## src/hw/rtl/hts_pkg.sv

```systemverilog
// ----------------------------------------------------------------------------
// hts_pkg
// Types and constants shared by the Huffman tree string decoder modules.
// ----------------------------------------------------------------------------
`default_nettype none

package hts_pkg;

  localparam int NODE_DEPTH_DEF = 256;

  localparam logic [7:0] LEAF_MARK  = 8'hFF;
  localparam logic [7:0] TERMINATOR = 8'h7C;

  localparam logic FUNC_WRITE  = 1'b0;
  localparam logic FUNC_DECODE = 1'b1;

  typedef struct packed {
    logic       func;
    logic [7:0] node_index;
    logic [7:0] node_symbol;
    logic [7:0] node_left;
    logic [7:0] node_right;
    logic [7:0] data_byte;
  } in_item_t;

  typedef struct packed {
    logic [7:0] symbol;
    logic       end_of_string;
    logic       last_of_run;
  } out_item_t;

  typedef struct packed {
    logic [7:0] symbol;
    logic [7:0] left;
    logic [7:0] right;
  } node_t;

  typedef struct packed {
    logic      valid;
    out_item_t item;
  } push_t;

  typedef enum logic [2:0] {
    ST_IDLE,
    ST_ROOT_WAIT,
    ST_CUR_WAIT,
    ST_NEXT_WAIT,
    ST_FLUSH
  } walk_state_t;

endpackage

`default_nettype wire

```

## src/hw/rtl/hts_out_reg.sv

```systemverilog
// ----------------------------------------------------------------------------
// hts_out_reg
// Output register for result transactions; holds its payload while stalled.
// ----------------------------------------------------------------------------
`default_nettype none

module hts_out_reg
  import hts_pkg::*;
(
  input  wire logic  clk,
  input  wire logic  rst_n,
  input  wire push_t push,
  output logic       out_free,
  output logic       out_valid,
  output out_item_t  out_item,
  input  wire logic  out_stall
);

  logic      valid_r;
  out_item_t item_r;

  assign out_free  = !valid_r || !out_stall;
  assign out_valid = valid_r;
  assign out_item  = item_r;

  always_ff @(posedge clk) begin
    if (!rst_n) begin
      valid_r <= 1'b0;
    end else if (push.valid) begin
      valid_r <= 1'b1;
    end else if (!out_stall) begin
      valid_r <= 1'b0;
    end
  end

  always_ff @(posedge clk) begin
    if (push.valid) begin
      item_r <= push.item;
    end
  end

endmodule

`default_nettype wire

```

## config.mk

```make
export PLATFORM = sky130hd
export DESIGN_NAME = hts_out_reg
export DESIGN_NICKNAME = d
export VERILOG_FILES = /design/src/hw/rtl/hts_pkg.sv /design/src/hw/rtl/hts_out_reg.sv
export SDC_FILE = /design/constraint.sdc
export NUM_CORES = 1
export LEC_CHECK = 0
export BUFFER_PORTS_ARGS = -buffer_cell sky130_fd_sc_hd__buf_2
export CAP_MARGIN = 15
export CORE_AREA = 2 2 39 41
export CTS_BUF_LIST = sky130_fd_sc_hd__clkbuf_4 sky130_fd_sc_hd__clkbuf_8
export DETAILED_ROUTE_END_ITERATION = 10
export DIE_AREA = 0 0 41 43
export MAX_ROUTING_LAYER = met4
export SETUP_SLACK_MARGIN = 0.15
export SYNTH_ARGS = -nofsm -noshare
export SYNTH_HDL_FRONTEND = slang
export SYNTH_SLANG_ARGS = --single-unit
```

## constraint.sdc

```tcl
create_clock -name clk -period 1.5 [get_ports clk]
set_clock_uncertainty 0.15 [all_clocks]
set_input_delay 0.225 -clock clk [delete_from_list [all_inputs] [get_ports clk]]
set_output_delay 0.225 -clock clk [all_outputs]
set_load 0.05 [all_outputs]
```

* Word-level counts from Yosys, hierarchy flattened *
Index checks and enable logic that the tools add are counted.

storage, ports and cells
  register bits after elaboration = 11
  word-level logic and storage cells = 10

cells by class
  equality and inequality tests = 1
  multiplexer cells = 2
  reductions and logical operators = 3

operator list
  cell                                           number
  1-bit zero test                                2
  1-bit two-way mux                              2
  2-bit inequality test (second input constant)  1
  1-bit logical OR                               1

* Depth between registers and ports, before layout *
  word-level depth = 2
  gate-level depth with buffers = 2

* Worst setup path after synthesis *
Ideal clock, no wire load.

  path type = register to output
  from = register valid_r (netlist: out_valid)
  to = output port out_free
  cell stages (with the launch flop) = 2
  path slack = 65 ps
  data required time = 1125 ps
  buffers on the path = 0
  data arrival time = 1060 ps
  path through = dfxtp_1 -> nand2_1

on the way
  longest elaborated chain between the ends = 2

RTL lines
  what                    line               text
  start, declared         hts_out_reg.sv:19  logic valid_r;
  start signal, assigned  hts_out_reg.sv:28  valid_r <= 1'b0;
  start signal, assigned  hts_out_reg.sv:30  valid_r <= 1'b1;
  start signal, assigned  hts_out_reg.sv:32  valid_r <= 1'b0;
  1-bit zero test         hts_out_reg.sv:22  assign out_free = !valid_r || !out_stall;
  1-bit logical OR        hts_out_reg.sv:22
  end, declared           hts_out_reg.sv:13  output logic out_free,

Every way passes these cells.

* Worst setup path in the final report *
  from = register valid_r (netlist: out_valid)
  to = output port out_valid

RTL lines
  what           line               text
  end, declared  hts_out_reg.sv:14  output logic out_valid,

No word-level cell between the ends.

==> impl_metrics.env <==
export IMPL_synth_avg_cell_area_um2=24.0
export IMPL_post_cts_resized=0
export IMPL_maxCapViolCount=0
export IMPL_grt_overflow_total=0
export IMPL_detailroute_via_count=260
export IMPL_startpoint_type_of_the_worst_setup_path="flop"
export IMPL_ctsHtreeMaxLevel=1
export IMPL_dr_first_iter_drc_count=0
export IMPL_route_detailed_wl_per_inst_um=9.91
export IMPL_cts_inserted_buffers=3
export IMPL_vias_per_cell=3.77
export IMPL_timing_worst_setup_path_type="reg2out"
export IMPL_critical_path_cell_chain="buf_2"
export IMPL_wire_length_of_the_first_global_routing_pass_um=931
export IMPL_synthTopCellsByArea="edfxtp_1 (90%), dfxtp_1 (6.0%), nor2b_1 (1.9%)"
export IMPL_crit_path_end_kind="output pin"
export IMPL_library_cell_with_the_largest_summed_area_after_synthesis="edfxtp_1"
export IMPL_power_static_leakage_nw=0.270
export IMPL_antenna_violating_nets_post_route=0
export IMPL_most_common_cell_after_layout_fill_and_taps_aside="buf_2"
export IMPL_syn_to_layout_area_delta_pct=82.8
export IMPL_worst_path_dominant_cell_family="flip-flops"
export IMPL_final_gp_congestion=0.572
export IMPL_core_region_area_um2=1380
export IMPL_cts_repair_timing_setup_buffer_count=0
export IMPL_critical_path_n_buffers_inverters=1
export IMPL_die_area_um2=1760
export IMPL_drt_first_pass_iters=1
export IMPL_outcome="finished clean"
export IMPL_antenna_violations_before_repair=0
export IMPL_ctsLongestPathBuffers=2
export IMPL_most_common_layout_cells="buf_2 (25), dlygate4sd3_1 (10), edfxtp_1 (10), clkbuf_4 (4)"
export IMPL_totalNegativeSetupSlack_ps=0
export IMPL_max_clock_freq_ghz=0.788
export IMPL_place_worst_setup_slack_ps=490
export IMPL_max_slew_margin=0.827
export IMPL_ys_ff_latch=11
export IMPL_cpPeakStageDelay_ps=360
export IMPL_layout_drive_gt1_share=0.566
export IMPL_boundaryPins=26
export IMPL_min_path_type="in2reg"
export IMPL_tritoncts="built"
export IMPL_initial_utilization=0.242
export IMPL_critical_path_slowest_cell="dfxtp_1"
export IMPL_finalMaxSlewViolations=0
export IMPL_clock_sinks=11
export IMPL_diodes=0
export IMPL_clockRootBuffer="clkbuf_4"
export IMPL_postSynthCellCount=14
export IMPL_arrival_ps=890
export IMPL_netlist_area_leader_share=0.896
export IMPL_total_length_of_routed_wires_um=684
export IMPL_rows=14
export IMPL_finalCriticalPeriod_ps=1270
export IMPL_die_y_um=43
export IMPL_final_instance_area_um2=613
export IMPL_dpl_instance_area_um2=483
export IMPL_setup_viol=0
export IMPL_portion_of_the_post_synthesis_area_used_by_sequential_elements=0.955
export IMPL_die_width_um=41
export IMPL_rsz0062_at_grt="no"
export IMPL_route_detailed_drc=0
export IMPL_grt_use_total=0.0819
export IMPL_tightest_slew_ps=261
export IMPL_yosys_cell_types_count=5
export IMPL_buffer_ports_inserted=25
export IMPL_grt_start_max_net_pins=12
export IMPL_yosys_warnings=0
export IMPL_crit_fanout=3
export IMPL_first_global_vias=254
export IMPL_vdd_ir_drop_max_uv=503
export IMPL_layout_worst_path_cycle_share=0.846
export IMPL_hold_violations=0
export IMPL_post_synthesis_net_count=28
export IMPL_syn_area_um2=335
export IMPL_power_density_cell_area_nw_per_um2=1190
export IMPL_clkSlewWorstSetupHoldPaths_ps=60
export IMPL_worst_skew_pair_later_pin_latency_ps=250
export IMPL_worstPathRequired_ps=1120
export IMPL_final_critical_path_setup_slack_ps=231
export IMPL_final_nets=68
metrics by stage:
step / std cells / hold WS (ps) / total power [mW] / utilization
after floorplan: 14 / 174 / 0.465 / -
after global placement: 55 / 252 / 0.507 / 0.349
after detailed placement: 55 / 254 / 0.508 / 0.349
after CTS: 69 / 18.7 / 0.737 / 0.443
after global routing: 69 / 23.3 / 0.764 / 0.443
final: 69 / 30.3 / 0.727 / 0.443
cell usage after synthesis (all sizes together):
cell	count
edfxtp	10
a21oi	1
dfxtp	1
nand2	1
nor2b	1
final timing paths:
path                                             start                      to  slack [ps]  cells past startpoint
worst max-delay path            out_valid$_SDFFE_PN0P_               out_valid         230                      1
worst min-delay path                             rst_n  out_valid$_SDFFE_PN0P_          30                      2
worst max register to register  out_valid$_SDFFE_PN0P_  out_valid$_SDFFE_PN0P_         740                      2
worst min register to register  out_valid$_SDFFE_PN0P_  out_valid$_SDFFE_PN0P_         390                      2
state kept, by name, indices dropped and copies added (netlist names):
signal and flops:
out_valid 1, out_item 10
where the power goes:
| part | total (mW) | internal (mW) | switching [mW] | leakage [nW] |
|---|---|---|---|---|
| registers | 0.366 | 0.360 | 0.00577 | 0.106 |
| clock network | 0.206 | 0.121 | 0.0854 | 0.0184 |
| logic | 0.155 | 0.0463 | 0.109 | 0.145 |
kinds of logic (layout without fill, tap and decap cells):
logic type | Yosys count | after routing | synth area share
and+or+nand+nor | 2 | 2 | 0.0299
DFF | 11 | 11 | 0.955
AOI/OAI and AO/OA | 1 | 1 | 0.0149
buffers and inverters | 0 | 39 | 0
area by class of cell:
cell class              count  area [um^2]
clock buffers               4         30.0
flip-flops and latches     11          320
well taps                  16         20.0
repair buffers             35          225
multi-input cells           3         17.5
fillers                   131          771
layer usage:
layer | track usage | up-vias | part of all wire
li1 | - | 132 | -
met3 | 0.0157 | 0 | 0.12
met4 | 0.0600 | 0 | 0
met1 | 0.0859 | 105 | 0.46
met5 | - | - | 0
met2 | 0.128 | 23 | 0.42
timing repair:
| item | 4_1_cts | 5_1_grt |
|---|---|---|
| endpoints found under the hold margin | 10 | 0 |
| hold buffers | 10 | 0 |
| endpoints found under the setup margin | 0 | 0 |
(Power assumes the default switching activity.)
