## config.mk

```make
export PLATFORM = sky130hd
export DESIGN_NAME = hts_walker
export DESIGN_NICKNAME = d
export VERILOG_FILES = /design/src/hw/rtl/hts_pkg.sv /design/src/hw/rtl/hts_walker.sv
export SDC_FILE = /design/constraint.sdc
export NUM_CORES = 1
export LEC_CHECK = 0
export BUFFER_PORTS_ARGS = -buffer_cell sky130_fd_sc_hd__buf_2
export CORE_AREA = 2 2 96 98
export CTS_BUF_LIST = sky130_fd_sc_hd__clkbuf_8
export DETAILED_ROUTE_END_ITERATION = 10
export DIE_AREA = 0 0 98 100
export GPL_TIMING_DRIVEN = 0
export PLACE_DENSITY = 0.66
export REMOVE_ABC_BUFFERS = 1
export SYNTH_ARGS = -nofsm -noshare
export SYNTH_HDL_FRONTEND = slang
export SYNTH_SLANG_ARGS = --single-unit
```

## constraint.sdc

```tcl
create_clock -name clk -period 7.41 [get_ports clk]
set_input_delay 1.482 -clock clk [delete_from_list [all_inputs] [get_ports clk]]
set_output_delay 1.482 -clock clk [all_outputs]
set_load 0.02 [all_outputs]
```

## src/hw/rtl/hts_pkg.sv

```systemverilog
// ----------------------------------------------------------------------------
// hts_pkg
// Types and constants shared by the Huffman tree string decoder modules.
// ----------------------------------------------------------------------------
`default_nettype none

package hts_pkg;

  localparam int NODE_DEPTH_DEF = 256;

  localparam logic [7:0] LEAF_MARK  = 8'hFF;
  localparam logic [7:0] TERMINATOR = 8'h7C;

  localparam logic FUNC_WRITE  = 1'b0;
  localparam logic FUNC_DECODE = 1'b1;

  typedef struct packed {
    logic       func;
    logic [7:0] node_index;
    logic [7:0] node_symbol;
    logic [7:0] node_left;
    logic [7:0] node_right;
    logic [7:0] data_byte;
  } in_item_t;

  typedef struct packed {
    logic [7:0] symbol;
    logic       end_of_string;
    logic       last_of_run;
  } out_item_t;

  typedef struct packed {
    logic [7:0] symbol;
    logic [7:0] left;
    logic [7:0] right;
  } node_t;

  typedef struct packed {
    logic      valid;
    out_item_t item;
  } push_t;

  typedef enum logic [2:0] {
    ST_IDLE,
    ST_ROOT_WAIT,
    ST_CUR_WAIT,
    ST_NEXT_WAIT,
    ST_FLUSH
  } walk_state_t;

endpackage

`default_nettype wire

```

## src/hw/rtl/hts_walker.sv

```systemverilog
// ----------------------------------------------------------------------------
// hts_walker
// Tree walk sequencer: loads nodes, walks code bits through the node table
// one bit per read, and holds one pending symbol so the last one is marked.
// ----------------------------------------------------------------------------
`default_nettype none

module hts_walker
  import hts_pkg::*;
(
  input  wire logic       clk,
  input  wire logic       rst_n,
  input  wire logic       in_valid,
  input  wire in_item_t   in_item,
  output logic            in_stall,
  input  wire logic       cfg_valid,
  input  wire logic [7:0] cfg_data,
  output logic            cfg_ready,
  input  wire logic       out_free,
  output push_t           push,
  output logic            wr_en,
  output logic [7:0]      wr_idx,
  output node_t           wr_node,
  output logic            rd_en,
  output logic [7:0]      rd_idx,
  input  wire node_t      rd_node
);

  walk_state_t state_r, state_nxt;
  logic [7:0]  root_r, root_nxt;
  logic [7:0]  walk_pos_r, walk_pos_nxt;
  logic [7:0]  bits_r, bits_nxt;
  logic [2:0]  cnt_r, cnt_nxt;
  node_t       root_data_r, root_data_nxt;
  logic [7:0]  next_idx_r, next_idx_nxt;
  logic        pend_valid_r, pend_valid_nxt;
  logic [7:0]  pend_sym_r, pend_sym_nxt;
  logic        pend_term_r, pend_term_nxt;

  logic  accept;
  logic  rd_leaf;
  logic  term;
  node_t base;
  logic  [7:0] child;

  assign in_stall  = (state_r != ST_IDLE);
  assign cfg_ready = (state_r == ST_IDLE);
  assign accept    = in_valid && !in_stall;

  assign wr_en   = accept && (in_item.func == FUNC_WRITE);
  assign wr_idx  = in_item.node_index;
  assign wr_node = '{symbol: in_item.node_symbol, left: in_item.node_left,
                     right: in_item.node_right};

  assign rd_leaf = (rd_node.left == LEAF_MARK);
  assign term    = rd_leaf && (rd_node.symbol == TERMINATOR);

  always_ff @(posedge clk) begin
    if (!rst_n) begin
      state_r      <= ST_IDLE;
      root_r       <= '0;
      walk_pos_r   <= '0;
      pend_valid_r <= 1'b0;
    end else begin
      state_r      <= state_nxt;
      root_r       <= root_nxt;
      walk_pos_r   <= walk_pos_nxt;
      pend_valid_r <= pend_valid_nxt;
    end
  end

  always_ff @(posedge clk) begin
    bits_r      <= bits_nxt;
    cnt_r       <= cnt_nxt;
    root_data_r <= root_data_nxt;
    next_idx_r  <= next_idx_nxt;
    pend_sym_r  <= pend_sym_nxt;
    pend_term_r <= pend_term_nxt;
  end

  always_comb begin
    state_nxt      = state_r;
    root_nxt       = root_r;
    walk_pos_nxt   = walk_pos_r;
    bits_nxt       = bits_r;
    cnt_nxt        = cnt_r;
    root_data_nxt  = root_data_r;
    next_idx_nxt   = next_idx_r;
    pend_valid_nxt = pend_valid_r;
    pend_sym_nxt   = pend_sym_r;
    pend_term_nxt  = pend_term_r;
    push           = '0;
    rd_en          = 1'b0;
    rd_idx         = root_r;
    base           = rd_node;
    child          = '0;

    case (state_r)
      ST_IDLE: begin
        if (cfg_valid) begin
          root_nxt     = cfg_data;
          walk_pos_nxt = cfg_data;
        end
        if (accept && (in_item.func == FUNC_DECODE)) begin
          rd_en     = 1'b1;
          rd_idx    = root_r;
          bits_nxt  = in_item.data_byte;
          state_nxt = ST_ROOT_WAIT;
        end
      end

      ST_ROOT_WAIT: begin
        if (rd_leaf) begin
          walk_pos_nxt = root_r;
          state_nxt    = ST_IDLE;
        end else begin
          root_data_nxt = rd_node;
          rd_en         = 1'b1;
          rd_idx        = walk_pos_r;
          state_nxt     = ST_CUR_WAIT;
        end
      end

      ST_CUR_WAIT: begin
        base         = rd_leaf ? root_data_r : rd_node;
        child        = bits_r[7] ? base.right : base.left;
        rd_en        = 1'b1;
        rd_idx       = child;
        next_idx_nxt = child;
        bits_nxt     = {bits_r[6:0], 1'b0};
        cnt_nxt      = '0;
        state_nxt    = ST_NEXT_WAIT;
      end

      ST_NEXT_WAIT: begin
        if (!(rd_leaf && pend_valid_r && !out_free)) begin
          if (rd_leaf) begin
            push.valid                = pend_valid_r;
            push.item.symbol          = pend_sym_r;
            push.item.end_of_string   = pend_term_r;
            push.item.last_of_run     = 1'b0;
            pend_valid_nxt            = 1'b1;
            pend_sym_nxt              = rd_node.symbol;
            pend_term_nxt             = term;
            walk_pos_nxt              = root_r;
            base                      = root_data_r;
          end else begin
            walk_pos_nxt = next_idx_r;
            base         = rd_node;
          end
          if (term || (cnt_r == 3'd7)) begin
            state_nxt = ST_FLUSH;
          end else begin
            child        = bits_r[7] ? base.right : base.left;
            rd_en        = 1'b1;
            rd_idx       = child;
            next_idx_nxt = child;
            bits_nxt     = {bits_r[6:0], 1'b0};
            cnt_nxt      = cnt_r + 3'd1;
          end
        end
      end

      ST_FLUSH: begin
        if (!pend_valid_r) begin
          state_nxt = ST_IDLE;
        end else if (out_free) begin
          push.valid              = 1'b1;
          push.item.symbol        = pend_sym_r;
          push.item.end_of_string = pend_term_r;
          push.item.last_of_run   = 1'b1;
          pend_valid_nxt          = 1'b0;
          state_nxt               = ST_IDLE;
        end
      end

      default: begin
        state_nxt = ST_IDLE;
      end
    endcase
  end

endmodule

`default_nettype wire

```

* After elaboration in Yosys (flattened, before gate mapping)
Index checks and enable logic that the tools add are counted.
Storage, ports and cells: register bits after elaboration 64, output and inout bits 55, logic and storage cells 92, bits of input ports 78
Operators by class: add/subtract/negate cells 1, bitwise gates (word level) 2, muxes and demuxes 42, reductions and logical operators 22, equality and inequality tests 14
Operators by type and width (count):
- $mux 8 | 12
- $pmux 8 s3 | 3
- $mux 11 | 4
- $pmux 11 s2 | 1
- $mux 3 | 7
- $mux 16 | 1
- $pmux 8 s2 | 1
- $pmux 3 s5 | 1
- $reduce_and 3->1 | 4
- $ne 2x2->1 const B | 5
- $reduce_bool 3->1 | 3
- $eq 8x7->1 const B | 1
- $eq 8x8->1 const B | 1
- $mux 1 | 8
- $reduce_and 4->1 | 2
- $eq 3x2->1 const B | 2
- $eq 3x3->1 const B | 2
- $logic_and 1x1->1 | 6
- $pmux 3 s2 | 1
- $pmux 1 s4 | 1
- $reduce_bool 2->1 | 2
- $add 3x1->3 const B | 1
- $eq 3x1->1 const B | 1
- $logic_not 3->1 | 1
- 8 further kinds | 10

* Longest topological paths before layout
Gate-level depths: netlist (run 1).
depth after elaboration 6, gate-level depth with buffers 7, mapped depth without buffers 6

* Worst setup path before layout (run 1)
No wires, ideal clock.
kind input -> output, start point in rd_node[21] (netlist name), end point out rd_idx[0], path slack 2.853 ns, arrival time 3.075 ns, required time 5.928 ns, stages 5, buffers on the path 0, path through and4b_1 a41oi_1 o21ai_1 a21oi_2 a221o_1
Between the ends: cells in the longest elaborated chain, start to end 6
Ends and longest elaborated chain:
- start, declared | line hts_walker.sv:26 | input wire node_t rd_node
- $eq 8x7->1 | line hts_walker.sv:56 | assign term = rd_leaf && (rd_node.symbol == TERMINATOR);
- $logic_and 1x1->1 | line hts_walker.sv:56
- $logic_or 1x1->1 | line hts_walker.sv:151 | if (term || (cnt_r == 3'd7)) begin
- $mux 8 | line hts_walker.sv:151
- $mux 8 | line hts_walker.sv:136 | if (!(rd_leaf && pend_valid_r && !out_free)) begin
- $pmux 8 s3 | line hts_walker.sv:98 | case (state_r)
- end, declared | line hts_walker.sv:25 | output logic [7:0] rd_idx,
No other way between the ends.

* Worst setup path after layout (run 1)
start point in rd_node[14] (netlist name), end point out rd_idx[5]
Between the ends: cells in the longest elaborated chain, start to end 6, elaborated cells on any way between the ends 11, those cells by class eq/ne (1); mux (6); reduce/logical (4)
Ends and longest elaborated chain:
- $eq 8x8->1 (*) | line hts_walker.sv:55 | assign rd_leaf = (rd_node.left == LEAF_MARK);
- $mux 16 / $logic_and 1x1->1 (equally long branches) | line hts_walker.sv:125, hts_walker.sv:137, hts_walker.sv:56
- $mux 8 / $logic_or 1x1->1 (equally long branches) | line hts_walker.sv:154, hts_walker.sv:151
- $mux 8 | line hts_walker.sv:151
- $mux 8 | line hts_walker.sv:136
- $pmux 8 s3 (*) | line hts_walker.sv:98
Mark *: on every way between the ends. The rest lies on a longest branch, timed or not.

==> results of run 1 <==
## per-stage QoR
step	instance area (um2)	worst slack, ns	total power, uW	std cells
after floorplan	3120	2.81	502	263
after global placement	3600	2.04	544	442
after detailed placement	3600	2.00	549	442
after CTS	3780	1.98	819	457
after global routing	3780	1.85	847	457
final	3780	2.02	813	457
## cell usage in the layout (no fill, tap or decap), types with 2 or more instances in the layout
master	instances
mux2i_1	8
nand2_2	2
and2_1	13
nand2_1	46
mux2_2	13
mux2_4	10
o31a_1	7
and4_4	2
nand2b_1	4
buf_2	68
inv_1	9
nor2_1	7
and3_1	3
dfxtp_1	20
nand3_1	2
clkbuf_8	9
a221o_1	8
ha_1	2
o21ai_0	9
a21boi_0	9
a21oi_1	13
o21ai_1	2
edfxtp_1	44
o21a_1	15
## cell families after synthesis
kind of cell | synth area share
and+or+nand+nor | 0.131
AOI/OAI and AO/OA | 0.156
DFF | 0.504
buffers and inverters | 0.0919
muxes | 0.110
adders and majority gates | 0.00732
## metal layers
| metal | GRT usage | vias to the layer above |
|---|---|---|
| li1 | - | 1154 |
| met1 | 0.238 | 1173 |
| met2 | 0.258 | 112 |
| met3 | 0.119 | 7 |
| met4 | 0.0438 | 0 |
| met5 | 0.0513 | - |
## path summary, 6_finish.rpt
path,startpoint,endpoint,slack (ns)
hold / removal,root_r[2]$_SDFFE_PN0P_,root_r[2]$_SDFFE_PN0P_,0.50
setup / recovery,rd_node[14],rd_idx[5],2.02
hold reg to reg,root_r[2]$_SDFFE_PN0P_,root_r[2]$_SDFFE_PN0P_,0.50
setup reg to reg,cnt_r[0]$_SDFFCE_PN0P_,cnt_r[0]$_SDFFCE_PN0P_,4.88
## power breakdown
part	total, uW	internal (uW)	switching (uW)	leakage, uW
Sequential	420	407	13.2	0.000573
Clock	272	147	125	0.000105
Combinational	121	52.2	68.6	0.000864
## state kept, by name (all words and copies together) (netlist names)
register / flops
root_data_r: 16
bits_r: 8
next_idx_r: 8
pend_sym_r: 8
root_r: 8
walk_pos_r: 8
cnt_r: 3
state_r: 3
pend_term_r: 1
pend_valid_r: 1
## layout make-up
cell class | count | area share
clock buffers | 9 | 0.0328
clock inverters | 6 | 0.0129
inverters | 4 | 0.00397
multi-input cells | 195 | 0.368
flip-flops and latches | 64 | 0.456
well taps | 111 | 0.0368
repair buffers | 68 | 0.0901
## worst register-to-register path, cell delays in order (launching register included)
cell      delay, ns
edfxtp_1       0.39
ha_1           0.21
ha_1           0.17
a41oi_1        0.32
o21ai_1        0.19
a21oi_2        0.86
## Yosys cell counts, types with 2 or more instances
cell      instances
dfxtp_1          20
o21ai_0           9
a21boi_0          9
edfxtp_1         44
buf_4            33
mux2i_1           8
clkbuf_1          7
mux2_2           13
o21a_1           15
nand3_1           2
a221o_1           8
nand2b_1          4
ha_1              2
mux2_4           10
buf_2             2
nand2_1          46
a21oi_1          13
and4_4            2
and3_1            3
and2_1           13
o21ai_1           2
nand2_2           2
inv_1             4
o31a_1            7
nor2_1            7
==> summary.md, run 1 <==
| Metric | Value |
|---|---|
| Core Rows | 35 |
| Setup TNS | 0 ns |
| Crit path launch type | input port |
| Worst hold stages | 2 |
| First-pass GRT wire length | 13700 um |
| Final Core Density | 0.425 |
| Register area share after synthesis | 0.504 |
| NumNets Final | 422 |
| Mapped cell area | 3420 um2 |
| Synth area leader | edfxtp_1 |
| Metal3 WL | 1080 um |
| Setup crit end kind | output port |
| Post-synth top area share | 0.387 |
| Critical Path RT | 5.93 ns |
| DR iter-0 viols | 165 |
| Routed WL per cell | 19.8 um |
| Number of synthesized register bits | 64 |
| Chip width | 98 um |
| Tot GR Track Use | 0.186 |
| Worst setup path class | in -> out |
| Core area | 8890 um2 |
| Fillers | 868 |
| Die area | 9800 um2 |
| Stages on worst setup path | 7 |
| Number of remaining DRC errors | 0 |
| Most frequent CP cell | buf_2 |
| Number of library cell types mapped by synthesis | 47 |
| Number of flops mapped to enable cells by yosys | 44 |
| Final Max Tran Viols | 0 |
| Clock sink count | 64 |
| Post-Route WL | 9050 um |
| Clock Pin Slew Worst Setup and Hold Paths | 0.06 ns |
| Initial antenna violation count | 0 |
| Share of layout cells above drive strength 1 | 0.324 |
| Crit-path cells | buf_2 -> and4_4 -> nand2_2 -> o21ai_1 -> a21oi_2 -> a221o_1 -> buf_2 |
| Ant diodes | 0 |
| Via count | 2446 |
| First-pass detailed-route iteration total | 4 |
| Setup Buffers After CTS | 0 |
| Mapped Avg Cell Area | 11.1 um2 |
| Clock tree from TritonCTS | yes |
| Hold violation count in the final report | 0 |
| Synth-to-Final Area Change | 10.5% |
| Crit path DAT | 3.91 ns |
| Worst-Skew Late Latency | 0.35 ns |
| WHS | 0.501 ns |
| Period minus WS final | 5.39 ns |
| Worst Tran Pin Value | 1.10 ns |
| Peak per-stage delay on the critical path | 0.86 ns |
| Yosys warning total | 0 |
| Max Cap Violations | 0 |
| Pin count of the biggest net entering global routing | 28 |
| Clk_skew | 0.0154 ns |
| Sequential standard cell area | 1720 um2 |
| Delay-heaviest family, CP | compound AO/OA/AOI/OAI gates |
| Multi-input gate area | 1390 um2 |
| Synth async-reset ratio | 0 |
| P_leak | 0.00154 uW |
| M1 WL | 4010 um |
| Initial core utilization | 0.385 |
| Vias in the first global route | 2467 |
| R2r worst-path depth | 5 |
| Final HPWL DP | 6330 um |
| Die Y | 100 um |
| Post-CTS Resized | 0 |
| IO buf count | 68 |
| GR Overflow Total | 0 |
| Fmax | 185 MHz |
| GP Congestion | 0.831 |
| Htree depth | 3 |
| Peak supply drop | 0.130 mV |
| Status | complete, no violations |
| Hold_buf cts | 0 |
| Routed Antenna Nets | 0 |
| Tightest Hold Check Type | reg -> reg |
| Slowest-stage cell, CP | a21oi_2 |
| Slew HR | 0.265 |
| Largest fanout on the critical path | 27 |
| Max Used Layer | met4 |
| Synth area leaders | edfxtp_1, dfxtp_1, buf_4 |
| Main synth FF type | edfxtp_1 |
| Post-Syn Instances | 307 |
| PwrDens | 215 nW/um2 |
| Final setup viols | 0 |
| Met2 WL | 3880 um |
| Clk Tree Root Cell | clkbuf_8 |
| I/O pins | 133 |
| CP Buf/Inv Count | 2 |
| CTS max path bufs | 2 |
| Period utilisation layout | 0.728 |
| Vias per Instance | 5.35 |
| Number of CTS-inserted buffers | 9 |
| RSZ-0062 raised after global routing | false |
Note: power is estimated with default switching activity, not from simulation.
==> run 2, diff against run 1 <==
ABC_AREA = 1   (was not set)
CORE_AREA = 2 2 99 101   (was 2 2 96 98)
DIE_AREA = 0 0 101 103   (was 0 0 98 100)
clock period = 5.1 ns   (was 7.41 ns; I/O delays follow)
==> summary.md, run 2 <==
| Metric | Value |
|---|---|
| Mapped Avg Cell Area | 7.96 um2 |
| Clock share of power | 0.199 |
| Mapped cell area | 3660 um2 |
| Vias per Instance | 4.93 |
| RSZ-0062 raised after global routing | false |
| Most frequent CP cell | nand2_1 |
| Reg2reg setup slack | 2.93 ns |
| Number of CTS-inserted buffers | 9 |
| Pin count of the biggest net entering global routing | 43 |
| Share of layout cells above drive strength 1 | 0.202 |
| Switching Share | 0.409 |
| Register area share after synthesis | 0.470 |
| Post-CTS Resized | 0 |
| Synth area leaders | edfxtp_1, nand2_1, dfxtp_1 |
| Worst setup path class | in -> out |
| Hold violation count in the final report | 0 |
| Synth-to-Final Area Change | 9.40% |
| DR iter-0 viols | 149 |
| Fmax | 234 MHz |
| Peak per-stage delay on the critical path | 0.74 ns |
| Status | complete, no violations |
| Worst Setup EP | rd_idx[2] |
| Post-synth top cells | nand2_1, inv_1, edfxtp_1 |
| Number of synthesized register bits | 64 |
| Synth area leader | edfxtp_1 |
| Number of library cell types mapped by synthesis | 30 |
| Routed WL per cell | 15.3 um |
| Vias in the first global route | 2814 |
| Tightest Hold Check Type | reg -> reg |
| Worst Tran Pin Value | 1.24 ns |
| Core area | 9460 um2 |
| Htree depth | 3 |
| Worst-Skew Late Latency | 0.36 ns |
| CP Buf/Inv Count | 2 |
| Setup Buffers After CTS | 0 |
| Max Cap Violations | 0 |
| R2r worst-path depth | 7 |
| Setup TNS | 0 ns |
| Yosys warning total | 0 |
| Clk Tree Root Cell | clkbuf_8 |
| Post-Place Worst Slack | 0.768 ns |
| Setup crit end kind | output port |
| Initial core utilization | 0.387 |
| Crit path launch type | input port |
| Initial antenna violation count | 0 |
| IO buf count | 68 |
| Critical Path RT | 4.08 ns |
| Die Y | 103 um |
| Final setup viols | 0 |
| Slew HR | 0.170 |
| Main synth FF type | edfxtp_1 |
| Clk_skew | 0.0106 ns |
| Most frequent cells in the layout | nand2_1, buf_2, inv_1 |
| Crit path DAT | 3.25 ns |
| Clock tree from TritonCTS | yes |
| Number of flops mapped to enable cells by yosys | 44 |
| Number of remaining DRC errors | 0 |
| Worst Setup SP | rd_node[8] |
| Most common cell in the synthesized netlist | nand2_1 |
| Routed Antenna Nets | 0 |
| Worst R2R End | walk_pos_r[7]$_SDFFE_PN0P_ |
| Synth async-reset ratio | 0 |
| P_leak | 0.00186 uW |
| Pint | 1240 uW |
| Period utilisation layout | 0.838 |
| Tot GR Track Use | 0.186 |
| Ant diodes | 0 |
| PwrDens | 523 nW/um2 |
| Post-synth top area share | 0.361 |
| GR Overflow Total | 0 |
| Delay-heaviest family, CP | simple AND/OR/NAND/NOR gates |
| Stages on worst setup path | 10 |
| Largest register FFs | 16 |
| NumNets Final | 574 |
| Final HPWL DP | 6580 um |
| Comb pwr share | 0.397 |
| Hold_buf cts | 0 |
| Most common cell after layout, fill and taps aside | nand2_1 |
| Clock Pin Slew Worst Setup and Hold Paths | 0.06 ns |
| Worst r2r src | state_r[2]$_SDFFE_PN0P_ |
| Sequential Power Share | 0.405 |
| GP Congestion | 0.782 |
| Die area | 10400 um2 |
| Largest register by flop count | root_data_r |
| Setup ws final | 0.828 ns |
| First-pass detailed-route iteration total | 4 |
| Slowest-stage cell, CP | nand2_1 |
| Final Max Tran Viols | 0 |
| Chip width | 101 um |
| Post-Syn Instances | 460 |
| WHS | 0.474 ns |
| Core Rows | 36 |
| Via count | 3025 |
| Period minus WS final | 4.27 ns |
| Clock sink count | 64 |
| Peak supply drop | 0.169 mV |
| I/O pins | 133 |
| First-pass GRT wire length | 14300 um |
| Post-route total power | 2100 uW |
| Largest fanout on the critical path | 42 |
| NetSw | 856 uW |
| Post-Route WL | 9370 um |
| CTS max path bufs | 2 |
| Crit-path cells | buf_2 -> nand2_1 -> nor2_2 -> nand2_1 -> or2_2 -> nand3_1 -> nand2_1 -> nand2_1 -> nand3_1 -> buf_2 |
[run 2: cell types whose count changed in the layout (fill, tap and decap cells not counted), moves of 8 or more]
cell	before	now
o21ai_0	9	19
a221o_1	8	0
mux2_4	10	0
inv_1	9	55
nand2_1	46	131
mux2_2	13	0
mux2i_1	8	0
nand3_1	2	27
a21boi_0	9	0
nor2_1	7	43
and2_1	13	0
[run 2: metrics by stage]
stage	instances	area, um2	util
detailed placement	597	3820	0.404
global route	613	4000	0.423
CTS	613	4000	0.423
finish	613	4000	0.423
floorplan	415	3340	-
global placement	597	3820	0.404
[run 2: layout make-up]
class	count	area [um2]
Fill cell	989	5460
Sequential cell	64	1720
Multi-Input combinational cell	296	1410
Timing Repair Buffer	68	340
Inverter	55	209
Tap cell	114	143
Clock buffer	9	124
Clock inverter	7	56.3
[run 2: power by group through the flow]
stage               clock [uW]  combinational [uW]  sequential (uW)
floorplan                    0                 598              836
global placement             0                 820              853
detailed placement           0                 838              857
CTS                        425                 843              849
global route               440                 941              867
finish                     416                 831              848
[run 2: logic make-up (layout without fill, tap and decap cells)]
family                     Yosys count  after routing  share of synthesized area
AOI/OAI and AO/OA                   65             65                      0.107
adders and majority gates            2              2                    0.00684
buffers and inverters              100            139                      0.144
DFF                                 64             64                      0.470
and+or+nand+nor                    229            229                      0.271
[run 2: worst min-delay path, cell delays in order, from the launching register on]
cell and delay, ns:
dfxtp_1 0.31, inv_1 0.06, a21oi_1 0.06
[run 2: layer usage]
layer,GRT usage,up-vias,part of all wire
li1,-,1514,-
met1,0.214,1348,0.40
met2,0.262,145,0.44
met3,0.104,18,0.13
met4,0.117,0,0.028
met5,0.0481,-,0
[run 2: worst min path at each step]
stage / from / to / slack (ns) / cells after the start
final: pend_valid_r$_SDFFE_PN0P_ / pend_valid_r$_SDFFE_PN0P_ / 0.47 / 2
after CTS: pend_valid_r$_SDFFE_PN0P_ / pend_valid_r$_SDFFE_PN0P_ / 0.48 / 2
after global routing: pend_valid_r$_SDFFE_PN0P_ / pend_valid_r$_SDFFE_PN0P_ / 0.51 / 2
after detailed placement: pend_valid_r$_SDFFE_PN0P_ / pend_valid_r$_SDFFE_PN0P_ / 0.47 / 2
after global placement: pend_valid_r$_SDFFE_PN0P_ / pend_valid_r$_SDFFE_PN0P_ / 0.45 / 2
after floorplan: pend_valid_r$_SDFFE_PN0P_ / pend_valid_r$_SDFFE_PN0P_ / 0.44 / 2
